<file path="src/rtl/core/mqtt_fixed_header_deframer_macros.svh">
// Assertion macros used by the deframer top-level RTL.
`ifndef MQTT_FIXED_HEADER_DEFRAMER_MACROS_SVH
`define MQTT_FIXED_HEADER_DEFRAMER_MACROS_SVH

`ifndef NO_ASSERTIONS

`define MFHD_ASSERT(lbl, clk, rst_n, prop, msg) \
  lbl: assert property (@(posedge clk) disable iff (!rst_n) prop) else $error(msg);

`define MFHD_ASSERT_NEVER(lbl, clk, rst_n, cond, msg) \
  lbl: assert property (@(posedge clk) disable iff (!rst_n) !(cond)) else $error(msg);

`else

`define MFHD_ASSERT(lbl, clk, rst_n, prop, msg)

`define MFHD_ASSERT_NEVER(lbl, clk, rst_n, cond, msg)

`endif

`endif

</file>
<file path="src/rtl/core/mfhd_pkg.sv">
package mfhd_pkg;

  localparam int unsigned LenW = 28;
  localparam int unsigned CntW = 3;
  localparam int unsigned MaxLengthBytes = 4;

  localparam logic [1:0] PhHeader  = 2'd0;
  localparam logic [1:0] PhLength  = 2'd1;
  localparam logic [1:0] PhPayload = 2'd2;

  localparam logic [1:0] KindHeader  = 2'd0;
  localparam logic [1:0] KindLength  = 2'd1;
  localparam logic [1:0] KindPayload = 2'd2;

  typedef struct packed {
    logic [7:0]      data_byte;
    logic [1:0]      field_kind;
    logic            frame_start;
    logic            frame_end;
    logic            length_done;
    logic [LenW-1:0] remaining_length;
    logic            length_error;
  } result_t;

  typedef struct packed {
    logic [1:0] phase;
    logic       left_zero;
  } parse_status_t;

endpackage

</file>
<file path="src/rtl/core/mfhd_in_reg.sv">
module mfhd_in_reg (
  input  logic       clk_i,
  input  logic       rst_ni,
  input  logic       in_valid_i,
  output logic       in_ready_o,
  input  logic [7:0] in_byte_i,
  input  logic       pop_i,
  output logic       valid_o,
  output logic [7:0] byte_o
);

  logic       valid_q;
  logic [7:0] byte_q;

  assign in_ready_o = !valid_q || pop_i;
  assign valid_o    = valid_q;
  assign byte_o     = byte_q;

  always_ff @(posedge clk_i or negedge rst_ni) begin
    if (!rst_ni) begin
      valid_q <= 1'b0;
    end else if (in_ready_o) begin
      valid_q <= in_valid_i;
    end
  end

  always_ff @(posedge clk_i) begin
    if (in_ready_o && in_valid_i) begin
      byte_q <= in_byte_i;
    end
  end

endmodule

</file>
<file path="src/rtl/core/mfhd_parser.sv">
module mfhd_parser (
  input  logic                   clk_i,
  input  logic                   rst_ni,
  input  logic                   step_i,
  input  logic [7:0]             byte_i,
  output mfhd_pkg::result_t      result_o,
  output mfhd_pkg::parse_status_t status_o
);

  logic [1:0]                  phase_q, phase_d;
  logic [mfhd_pkg::LenW-1:0]   acc_q, acc_d;
  logic [mfhd_pkg::CntW-1:0]   cnt_q, cnt_d;
  logic [mfhd_pkg::LenW-1:0]   left_q, left_d;
  logic [mfhd_pkg::LenW-1:0]   group;
  logic [mfhd_pkg::LenW-1:0]   sum;
  logic [mfhd_pkg::CntW-1:0]   cnt_next;

  always_comb begin
    case (cnt_q[1:0])
      2'd0:    group = {21'd0, byte_i[6:0]};
      2'd1:    group = {14'd0, byte_i[6:0], 7'd0};
      2'd2:    group = {7'd0, byte_i[6:0], 14'd0};
      default: group = {byte_i[6:0], 21'd0};
    endcase
  end

  assign sum      = acc_q + group;
  assign cnt_next = cnt_q + 3'd1;

  always_comb begin
    phase_d  = phase_q;
    acc_d    = acc_q;
    cnt_d    = cnt_q;
    left_d   = left_q;
    result_o = '0;
    result_o.data_byte = byte_i;
    unique case (phase_q)
      mfhd_pkg::PhLength: begin
        result_o.field_kind = mfhd_pkg::KindLength;
        if (!byte_i[7]) begin
          result_o.length_done      = 1'b1;
          result_o.remaining_length = sum;
          if (sum == '0) begin
            result_o.frame_end = 1'b1;
            phase_d = mfhd_pkg::PhHeader;
          end else begin
            left_d  = sum;
            phase_d = mfhd_pkg::PhPayload;
          end
          acc_d = '0;
          cnt_d = '0;
        end else if (cnt_next >= mfhd_pkg::CntW'(mfhd_pkg::MaxLengthBytes)) begin
          result_o.length_error = 1'b1;
          phase_d = mfhd_pkg::PhHeader;
          acc_d   = '0;
          cnt_d   = '0;
          left_d  = '0;
        end else begin
          acc_d = sum;
          cnt_d = cnt_next;
        end
      end
      mfhd_pkg::PhPayload: begin
        result_o.field_kind = mfhd_pkg::KindPayload;
        if (left_q <= mfhd_pkg::LenW'(1)) begin
          left_d             = '0;
          result_o.frame_end = 1'b1;
          phase_d            = mfhd_pkg::PhHeader;
        end else begin
          left_d = left_q - mfhd_pkg::LenW'(1);
        end
      end
      default: begin
        result_o.field_kind  = mfhd_pkg::KindHeader;
        result_o.frame_start = 1'b1;
        phase_d = mfhd_pkg::PhLength;
        acc_d   = '0;
        cnt_d   = '0;
        left_d  = '0;
      end
    endcase
  end

  always_ff @(posedge clk_i or negedge rst_ni) begin
    if (!rst_ni) begin
      phase_q <= mfhd_pkg::PhHeader;
      acc_q   <= '0;
      cnt_q   <= '0;
      left_q  <= '0;
    end else if (step_i) begin
      phase_q <= phase_d;
      acc_q   <= acc_d;
      cnt_q   <= cnt_d;
      left_q  <= left_d;
    end
  end

  assign status_o.phase     = phase_q;
  assign status_o.left_zero = (left_q == '0);

endmodule

</file>
<file path="src/rtl/core/mfhd_out_reg.sv">
module mfhd_out_reg (
  input  logic              clk_i,
  input  logic              rst_ni,
  input  logic              load_i,
  input  mfhd_pkg::result_t result_i,
  output logic              can_load_o,
  output logic              out_valid_o,
  input  logic              out_ready_i,
  output mfhd_pkg::result_t result_o
);

  logic              valid_q;
  mfhd_pkg::result_t result_q;

  assign can_load_o  = !valid_q || out_ready_i;
  assign out_valid_o = valid_q;
  assign result_o    = result_q;

  always_ff @(posedge clk_i or negedge rst_ni) begin
    if (!rst_ni) begin
      valid_q <= 1'b0;
    end else if (can_load_o) begin
      valid_q <= load_i;
    end
  end

  always_ff @(posedge clk_i) begin
    if (can_load_o && load_i) begin
      result_q <= result_i;
    end
  end

endmodule

</file>
<file path="src/rtl/core/mqtt_fixed_header_deframer.sv">
// MQTT fixed-header deframer.
// The slave stream takes one raw byte per item on s_axis_tdata_i. The master
// stream gives one tagged item per input byte: the byte itself, the field it
// belongs to, frame start and end marks, and the decoded remaining length on
// the byte that completes the length field. Length fields longer than four
// bytes raise length_error and the parser waits for a new header byte.
// An accepted byte is held in an input register; the parse step runs in the
// cycle it leaves that register and its result is written into the output
// register, from which it is offered on the master stream.
// One item is accepted every cycle while the receiver keeps m_axis_tready_i
// high; the parse state update is a single add, compare and decrement.
// When the receiver stalls, the output register holds its item and the input
// register takes one more byte before s_axis_tready_o falls.
// Reset empties both registers and leaves the parser waiting for a header.
`include "mqtt_fixed_header_deframer_macros.svh"

module mqtt_fixed_header_deframer (
  input  logic        clk_i,
  input  logic        rst_ni,
  input  logic        s_axis_tvalid_i,
  output logic        s_axis_tready_o,
  input  logic [7:0]  s_axis_tdata_i,   // [7:0] byte_value
  output logic        m_axis_tvalid_o,
  input  logic        m_axis_tready_i,
  output logic [39:0] m_axis_tdata_o,   // [7:0] data_byte, [35:8] remaining_length, rest zero
  output logic [4:0]  m_axis_tuser_o,   // [1:0] field_kind, [2] frame_start, [3] length_done,
                                        // [4] length_error
  output logic        m_axis_tlast_o    // frame_end
);

  logic                    in_valid;
  logic [7:0]              in_byte;
  logic                    can_load;
  logic                    step;
  mfhd_pkg::result_t       step_result;
  mfhd_pkg::result_t       out_result;
  mfhd_pkg::parse_status_t status;

  assign step = in_valid && can_load;

  mfhd_in_reg u_in_reg (
    .clk_i      (clk_i),
    .rst_ni     (rst_ni),
    .in_valid_i (s_axis_tvalid_i),
    .in_ready_o (s_axis_tready_o),
    .in_byte_i  (s_axis_tdata_i),
    .pop_i      (step),
    .valid_o    (in_valid),
    .byte_o     (in_byte)
  );

  mfhd_parser u_parser (
    .clk_i    (clk_i),
    .rst_ni   (rst_ni),
    .step_i   (step),
    .byte_i   (in_byte),
    .result_o (step_result),
    .status_o (status)
  );

  mfhd_out_reg u_out_reg (
    .clk_i       (clk_i),
    .rst_ni      (rst_ni),
    .load_i      (step),
    .result_i    (step_result),
    .can_load_o  (can_load),
    .out_valid_o (m_axis_tvalid_o),
    .out_ready_i (m_axis_tready_i),
    .result_o    (out_result)
  );

  assign m_axis_tdata_o = {4'd0, out_result.remaining_length, out_result.data_byte};
  assign m_axis_tuser_o = {out_result.length_error, out_result.length_done,
                           out_result.frame_start, out_result.field_kind};
  assign m_axis_tlast_o = out_result.frame_end;

  `MFHD_ASSERT(a_payload_count_live, clk_i, rst_ni,
    (status.phase == mfhd_pkg::PhPayload) |-> !status.left_zero,
    "Payload phase with zero bytes left.")
  `MFHD_ASSERT(a_error_only_on_length, clk_i, rst_ni,
    (m_axis_tvalid_o && out_result.length_error) |->
      (out_result.field_kind == mfhd_pkg::KindLength && !out_result.length_done &&
       !m_axis_tlast_o),
    "Length error on a byte that is not an open length byte.")
  `MFHD_ASSERT(a_start_is_header, clk_i, rst_ni,
    (m_axis_tvalid_o && out_result.frame_start) |->
      (out_result.field_kind == mfhd_pkg::KindHeader && !m_axis_tlast_o),
    "Frame start on a byte that is not a header byte.")
  `MFHD_ASSERT(a_zero_length_ends, clk_i, rst_ni,
    (m_axis_tvalid_o && out_result.length_done && out_result.remaining_length == '0) |->
      m_axis_tlast_o,
    "Zero remaining length without frame end.")

endmodule

</file>
<file path="config.mk">
export PLATFORM = sky130hd
export DESIGN_NAME = mqtt_fixed_header_deframer
export DESIGN_NICKNAME = d
export VERILOG_FILES = /design/src/rtl/core/mfhd_pkg.sv /design/src/rtl/core/mfhd_in_reg.sv /design/src/rtl/core/mfhd_parser.sv /design/src/rtl/core/mfhd_out_reg.sv /design/src/rtl/core/mqtt_fixed_header_deframer.sv
export VERILOG_INCLUDE_DIRS = /design/src /design/src/rtl/core
export SDC_FILE = /design/constraint.sdc
export NUM_CORES = 1
export LEC_CHECK = 0
export ABC_AREA = 1
export BUFFER_PORTS_ARGS = -buffer_cell sky130_fd_sc_hd__buf_2
export CORE_ASPECT_RATIO = 1.2
export CORE_MARGIN = 2
export CORE_UTILIZATION = 45
export CTS_CLUSTER_DIAMETER = 50
export DETAILED_ROUTE_END_ITERATION = 7
export PLACE_DENSITY = 0.63
export SYNTH_ARGS = -nofsm -noshare
export SYNTH_HDL_FRONTEND = slang
export SYNTH_HIERARCHICAL = 1
export SYNTH_SLANG_ARGS = --single-unit
</file>
<file path="constraint.sdc">
create_clock -name clk_i -period 6.4 [get_ports clk_i]
set_input_delay 0.64 -clock clk_i [delete_from_list [all_inputs] [get_ports clk_i]]
set_output_delay 0.64 -clock clk_i [all_outputs]
set_load 0.005 [all_outputs]
</file>
---- After elaboration in Yosys (flattened, before gate mapping) ----
Cells that the tools add are included.
word-level totals
  register bits ........................... 113
  latch bits .............................. 0
  bits in writable memories ............... 0
  bits in read-only memories .............. 0
  input port bits ......................... 12
  output and inout port bits .............. 48
  memories kept ........................... 0
cells by class
  $add $sub $neg .......................... 3
  multiply operators ...................... 0
  divide/modulo/power cells ............... 0
  order comparisons ....................... 2
  equal/unequal tests ..................... 7
  shift operators ......................... 0
  mux-type cells .......................... 24
  bitwise operators ....................... 2
  reductions and logical operators ........ 15
operators with widths
  cell                                                   number
  two-way mux 28 bit                                     6
  case mux 28 bit (2 select lines)                       2
  case mux 28 bit (3 select lines)                       1
  two-way mux 30 bit                                     1
  adder 28 bit                                           1
  <= comparator 28 x 1 -> 1 bit, second input constant   1
  logical NOT 28 bit                                     1
  subtractor 28 x 1 -> 28 bit, second input constant     1
  two-way mux 2 bit                                      4
  case mux 2 bit (2 select lines)                        2
  two-way mux 3 bit                                      2
  case mux 3 bit (2 select lines)                        1
  AND reduction 3 bit                                    2
  == test 2 x 1 -> 1 bit, second input constant          2
  == test 2 bit, second input constant                   2
  two-way mux 1 bit                                      4
  AND reduction 2 bit                                    2
  OR reduction 2 bit                                     2
  adder 3 x 1 -> 3 bit, second input constant            1
  >= comparator 3 bit, second input constant             1
  logical AND 1 bit                                      3
  inequality test 3 x 2 -> 1 bit, second input constant  1
  inequality test 3 bit, second input constant           1
  logical NOT 1 bit                                      2
  5 further kinds                                        7

---- Depth between registers and ports, before layout ----
  depth after elaboration ................. 7
  depth in mapped cells ................... 24
  depth with buffers taken out ............ 23

---- Hierarchy ----
The synthesis kept the hierarchy.
modules (own cells, without submodules)
  module                      times used  cells each  area an instance (µm²)  seq. area each (µm²)
  mfhd_parser                 1           1,068       6,249.7                 1,526.5
  mfhd_out_reg                1           48          1,306.3                 1,286.2
  mfhd_in_reg                 1           14          285.3                   265.3
  mqtt_fixed_header_deframer  1           7           41.3                    0.0

---- Worst setup path after synthesis ----
OpenSTA, ideal clock, no wires.
  path kind ............................... input to register
  start point ............................. input m_axis_tready_i
  end point ............................... register u_out_reg.result_q, in the netlist u_out_reg/result_o[0], enable pin
  library setup time ...................... 455 ps
  data arrival time ....................... 2,962 ps
  path slack .............................. 2,983 ps
  stages .................................. 6
  buffers on the path ..................... 0
  path through ............................ inv_1 nand2_1 nand2_1 inv_1 inv_1 a21oi_1
between the ends
  word-level cells in the longest chain between the ends .. 3
RTL lines
  element               line                              text
  start, declared       mqtt_fixed_header_deframer.sv:24  input logic m_axis_tready_i,
  logical OR 1 bit      mfhd_out_reg.sv:15                assign can_load_o = !valid_q || out_ready_i;
  named net can_load    mqtt_fixed_header_deframer.sv:33  logic can_load;
  logical AND 1 bit     mqtt_fixed_header_deframer.sv:39  assign step = in_valid && can_load;
  named net step        mqtt_fixed_header_deframer.sv:34  logic step;
  logical AND 1 bit     mfhd_out_reg.sv:28                if (can_load_o && load_i) begin
  end signal, assigned  mfhd_out_reg.sv:29                result_q <= result_i;
  end, declared         mfhd_out_reg.sv:13                mfhd_pkg::result_t result_q;
The timed path passes the listed nets, and every way through them passes these cells.
A chain may end at the register's enable or synchronous reset.

---- Worst setup path in the final report ----
  start point ............................. register u_parser/cnt_q[0] in the netlist's numbering
  end point ............................... register u_parser/left_q[11] in the netlist's numbering
between the ends
  word-level cells in the longest chain between the ends .. 6
RTL lines
  element                                                                                   line               text
  start, declared                                                                           mfhd_parser.sv:12  logic [mfhd_pkg::CntW-1:0] cnt_q, cnt_d;
  start signal, assigned                                                                    mfhd_parser.sv:93  cnt_q <= cnt_d;
  == test 2 bit, or another cell as far along                                               mfhd_parser.sv:19  case (cnt_q[1:0])
  case mux 28 bit (3 select lines)                                                          mfhd_parser.sv:19
  adder 28 bit                                                                              mfhd_parser.sv:27  assign sum = acc_q + group;
  logical NOT 28 bit / two-way mux 28 bit (equally long branches)                           mfhd_parser.sv:43  if (sum == '0) begin
  inequality test 3 bit (no line) / two-way mux 28 bit (equally long branches)              -
  AND reduction 3 bit (no line) / case mux 28 bit (2 select lines) (equally long branches)  -
  end signal, assigned                                                                      mfhd_parser.sv:94  left_q <= left_d;
  end, declared                                                                             mfhd_parser.sv:13  logic [mfhd_pkg::LenW-1:0] left_q, left_d;
Parallel ways exist; a longest one is shown, timed or not. The select of a mux whose other input is x is not followed.

==> flow_metrics.tcl <==
set metrics [dict create \
    ant_nets 0 \
    antenna_found_initial 0 \
    slew_viol_final 0 \
    die_area_sq_um 18590 \
    cp_max_fo 30 \
    outcome "finished clean" \
    p_comb_frac 0.514 \
    syn_area_sq_um 7879 \
    p_total_mw 4.156 \
    p_int_mw 2.227 \
    pwr-share-clk 0.235 \
    p_seq_frac 0.252 \
    r2r-end "u_parser/left_q[11]$_DFFE_PN0P_" \
    cts-root-buf "clkbuf_16" \
    grt_pass1_vias 6953 \
    portBuffers 55 \
    syn_avg_cell_area_sq_um 6.936 \
    grt_usage 0.2412 \
    cp.required_ns 6.76 \
    num_rows 53 \
    cp-start-kind "flop" \
    worstSetupEndpointType "flop" \
    r2r_cells 19 \
    drt_wl_total_um 21640 \
    die_y_um 149.0 \
    numCtsBuffers 17 \
    drc 0 \
    fin_crit_sh 0.7114 \
    grt_max_degree 64 \
    arrival_ns 4.91 \
    whs_ns 0.3852 \
    start_util 0.4552 \
    dr.first_iter.drc_count 635 \
    grt_pass1_wl_um 35080 \
    hpwl_um 16470 \
    relSlewSlack 0.2826 \
    gp_congestion 0.9583 \
    drive_above_1_share 0.1064 \
    ys.warnings.count 6 \
    cts-hold-fix-buffers 0 \
    cts-resized-gates 0 \
    area_delta_synth_final_pct 12.83 \
    drt-vias-per-instance 5.085 \
    worstSkewPairLatency_ns 0.43 \
    ios 60 \
    ir_worst_vdd_mv 0.3392 \
    cts_sinks 113 \
    timing.final.hold_violations 0 \
    setup_viol 0 \
    worst_pin_slew_ns 1.076 \
    fp.dieW_um 124.8 \
    h-tree-depth 4 \
    p_per_area_nw_per_um2 467.5 \
    hp-class "in2async" \
    p_switching_mw 1.930 \
    final_nets 1230 \
    fillerInstances 1695 \
    antennaDiodeCount 0 \
    drt_pass1_iterations 5 \
    clock_path_buffers 2 \
    fmax_mhz 219.6 \
    clock_skew_ns 0.007834 \
    final_cell_area_sq_um 8890 \
    cts.clk_slew.worst_paths_ns 0.06 \
    core_sq_um 17310 \
    grt_overflow 0 \
    cts_setup_buffers 0 \
    r2r-start "u_parser/cnt_q[0]$_DFFE_PN0P_" \
    final_util 0.5136 \
    rsz0062_at_grt "false" \
    wl_per_cell_um 15.31 \
    layout_min_cycle_time_ns 4.553 \
    setup_tns_ns 0 \
    r2r_setup_slack_ns 1.85 \
    max_cap_viol_count 0 \
    p_leak_nw 4.957 \
    placed_area_sq_um 8280 \
    tritoncts "yes" \
    criticalPathCategory "reg2reg" \
    synthCells 1136 \
    swShare 0.4643 \
    vias 7190 \
]
-- final cells by class --
type | count | area (sq um) | area share
flip-flops and latches | 113 | 3078 | 0.3462
inverters | 200 | 750.7 | 0.08445
repair buffers | 61 | 320.3 | 0.03603
clock inverters | 15 | 183.9 | 0.02069
clock buffers | 17 | 425.4 | 0.04785
multi-input cells | 788 | 3856 | 0.4338
well taps | 220 | 275.3 | 0.03096
-- worst max-delay path, cell delays in order, from the launching register on --
cell and delay (ns):
dfrtp_1 0.39, ha_1 0.54, nor3_1 0.17, ha_1 0.27, fa_1 0.47, nand2_1 0.10
nand2_1 0.09, nand3_1 0.12, nand2_1 0.11, nand2_1 0.07, nand2_1 0.08, nor2_1 0.13
nand3_1 0.10, nor2_1 0.15, nand3_1 0.10, nor2_2 0.16, nand3_2 0.63, nand2_4 0.60
nand2_1 0.11, nand2_1 0.08
-- worst max-delay path by stage --
stage                                             start                              end  slack, ns  depth (start not counted)
after floorplan                         m_axis_tready_i  u_out_reg/result_o[0]$_DFFE_PP_       2.98                          6
after global placement    u_parser/cnt_q[0]$_DFFE_PN0P_   u_parser/left_q[7]$_DFFE_PN0P_       1.92                         19
after detailed placement  u_parser/cnt_q[0]$_DFFE_PN0P_  u_parser/left_q[11]$_DFFE_PN0P_       1.84                         19
after CTS                 u_parser/cnt_q[0]$_DFFE_PN0P_  u_parser/left_q[11]$_DFFE_PN0P_       1.81                         19
after global routing      u_parser/cnt_q[0]$_DFFE_PN0P_  u_parser/left_q[22]$_DFFE_PN0P_       1.42                         21
final                     u_parser/cnt_q[0]$_DFFE_PN0P_  u_parser/left_q[11]$_DFFE_PN0P_       1.85                         19
-- layer usage --
metal  vias to the layer above  share of wire  global-route usage  wire length [um]
met1                      3337           0.43              0.3028              9217
li1                       3643              -                   -                 -
met3                        33          0.049             0.03910              1052
met4                         0          0.025             0.08933               538
met5                         -              0                   0                 0
met2                       177           0.50              0.4202             10830
-- power by group through the flow --
| stage | Clock [mW] | Combinational (mW) | Sequential [mW] |
|---|---|---|---|
| global placement | 0 | 2.09 | 1.06 |
| floorplan | 0 | 1.60 | 1.03 |
| global route | 1.02 | 2.40 | 1.06 |
| detailed placement | 0 | 2.10 | 1.06 |
| CTS | 0.992 | 2.12 | 1.04 |
| finish | 0.975 | 2.14 | 1.05 |
-- through the flow --
stage                     cells  worst slack, ns
final                      1414            1.847
after CTS                  1414            1.815
after global placement     1382            1.919
after detailed placement   1382            1.839
after global routing       1414            1.416
after floorplan            1139            2.983
-- registers in the layout, indices dropped and copies added (netlist names) --
signal,flops
u_parser/acc_q,28
u_out_reg/out_valid_o,1
u_parser/phase_q,2
u_in_reg/byte_o,8
u_parser/left_q,28
u_out_reg/result_o,42
u_parser/cnt_q,3
u_in_reg/valid_o,1
-- cells in the final DEF (no fill, tap or decap), drive strengths merged, types with 16 or more instances in the layout --
| master | n |
|---|---|
| nand4 | 16 |
| nor3 | 17 |
| o21ai | 55 |
| edfxtp | 50 |
| a21oi | 50 |
| nand2 | 373 |
| nand3 | 84 |
| inv | 204 |
| buf | 61 |
| clkbuf | 17 |
| ha | 36 |
| dfrtp | 63 |
| nor2 | 116 |
(Power assumes the default switching activity.)
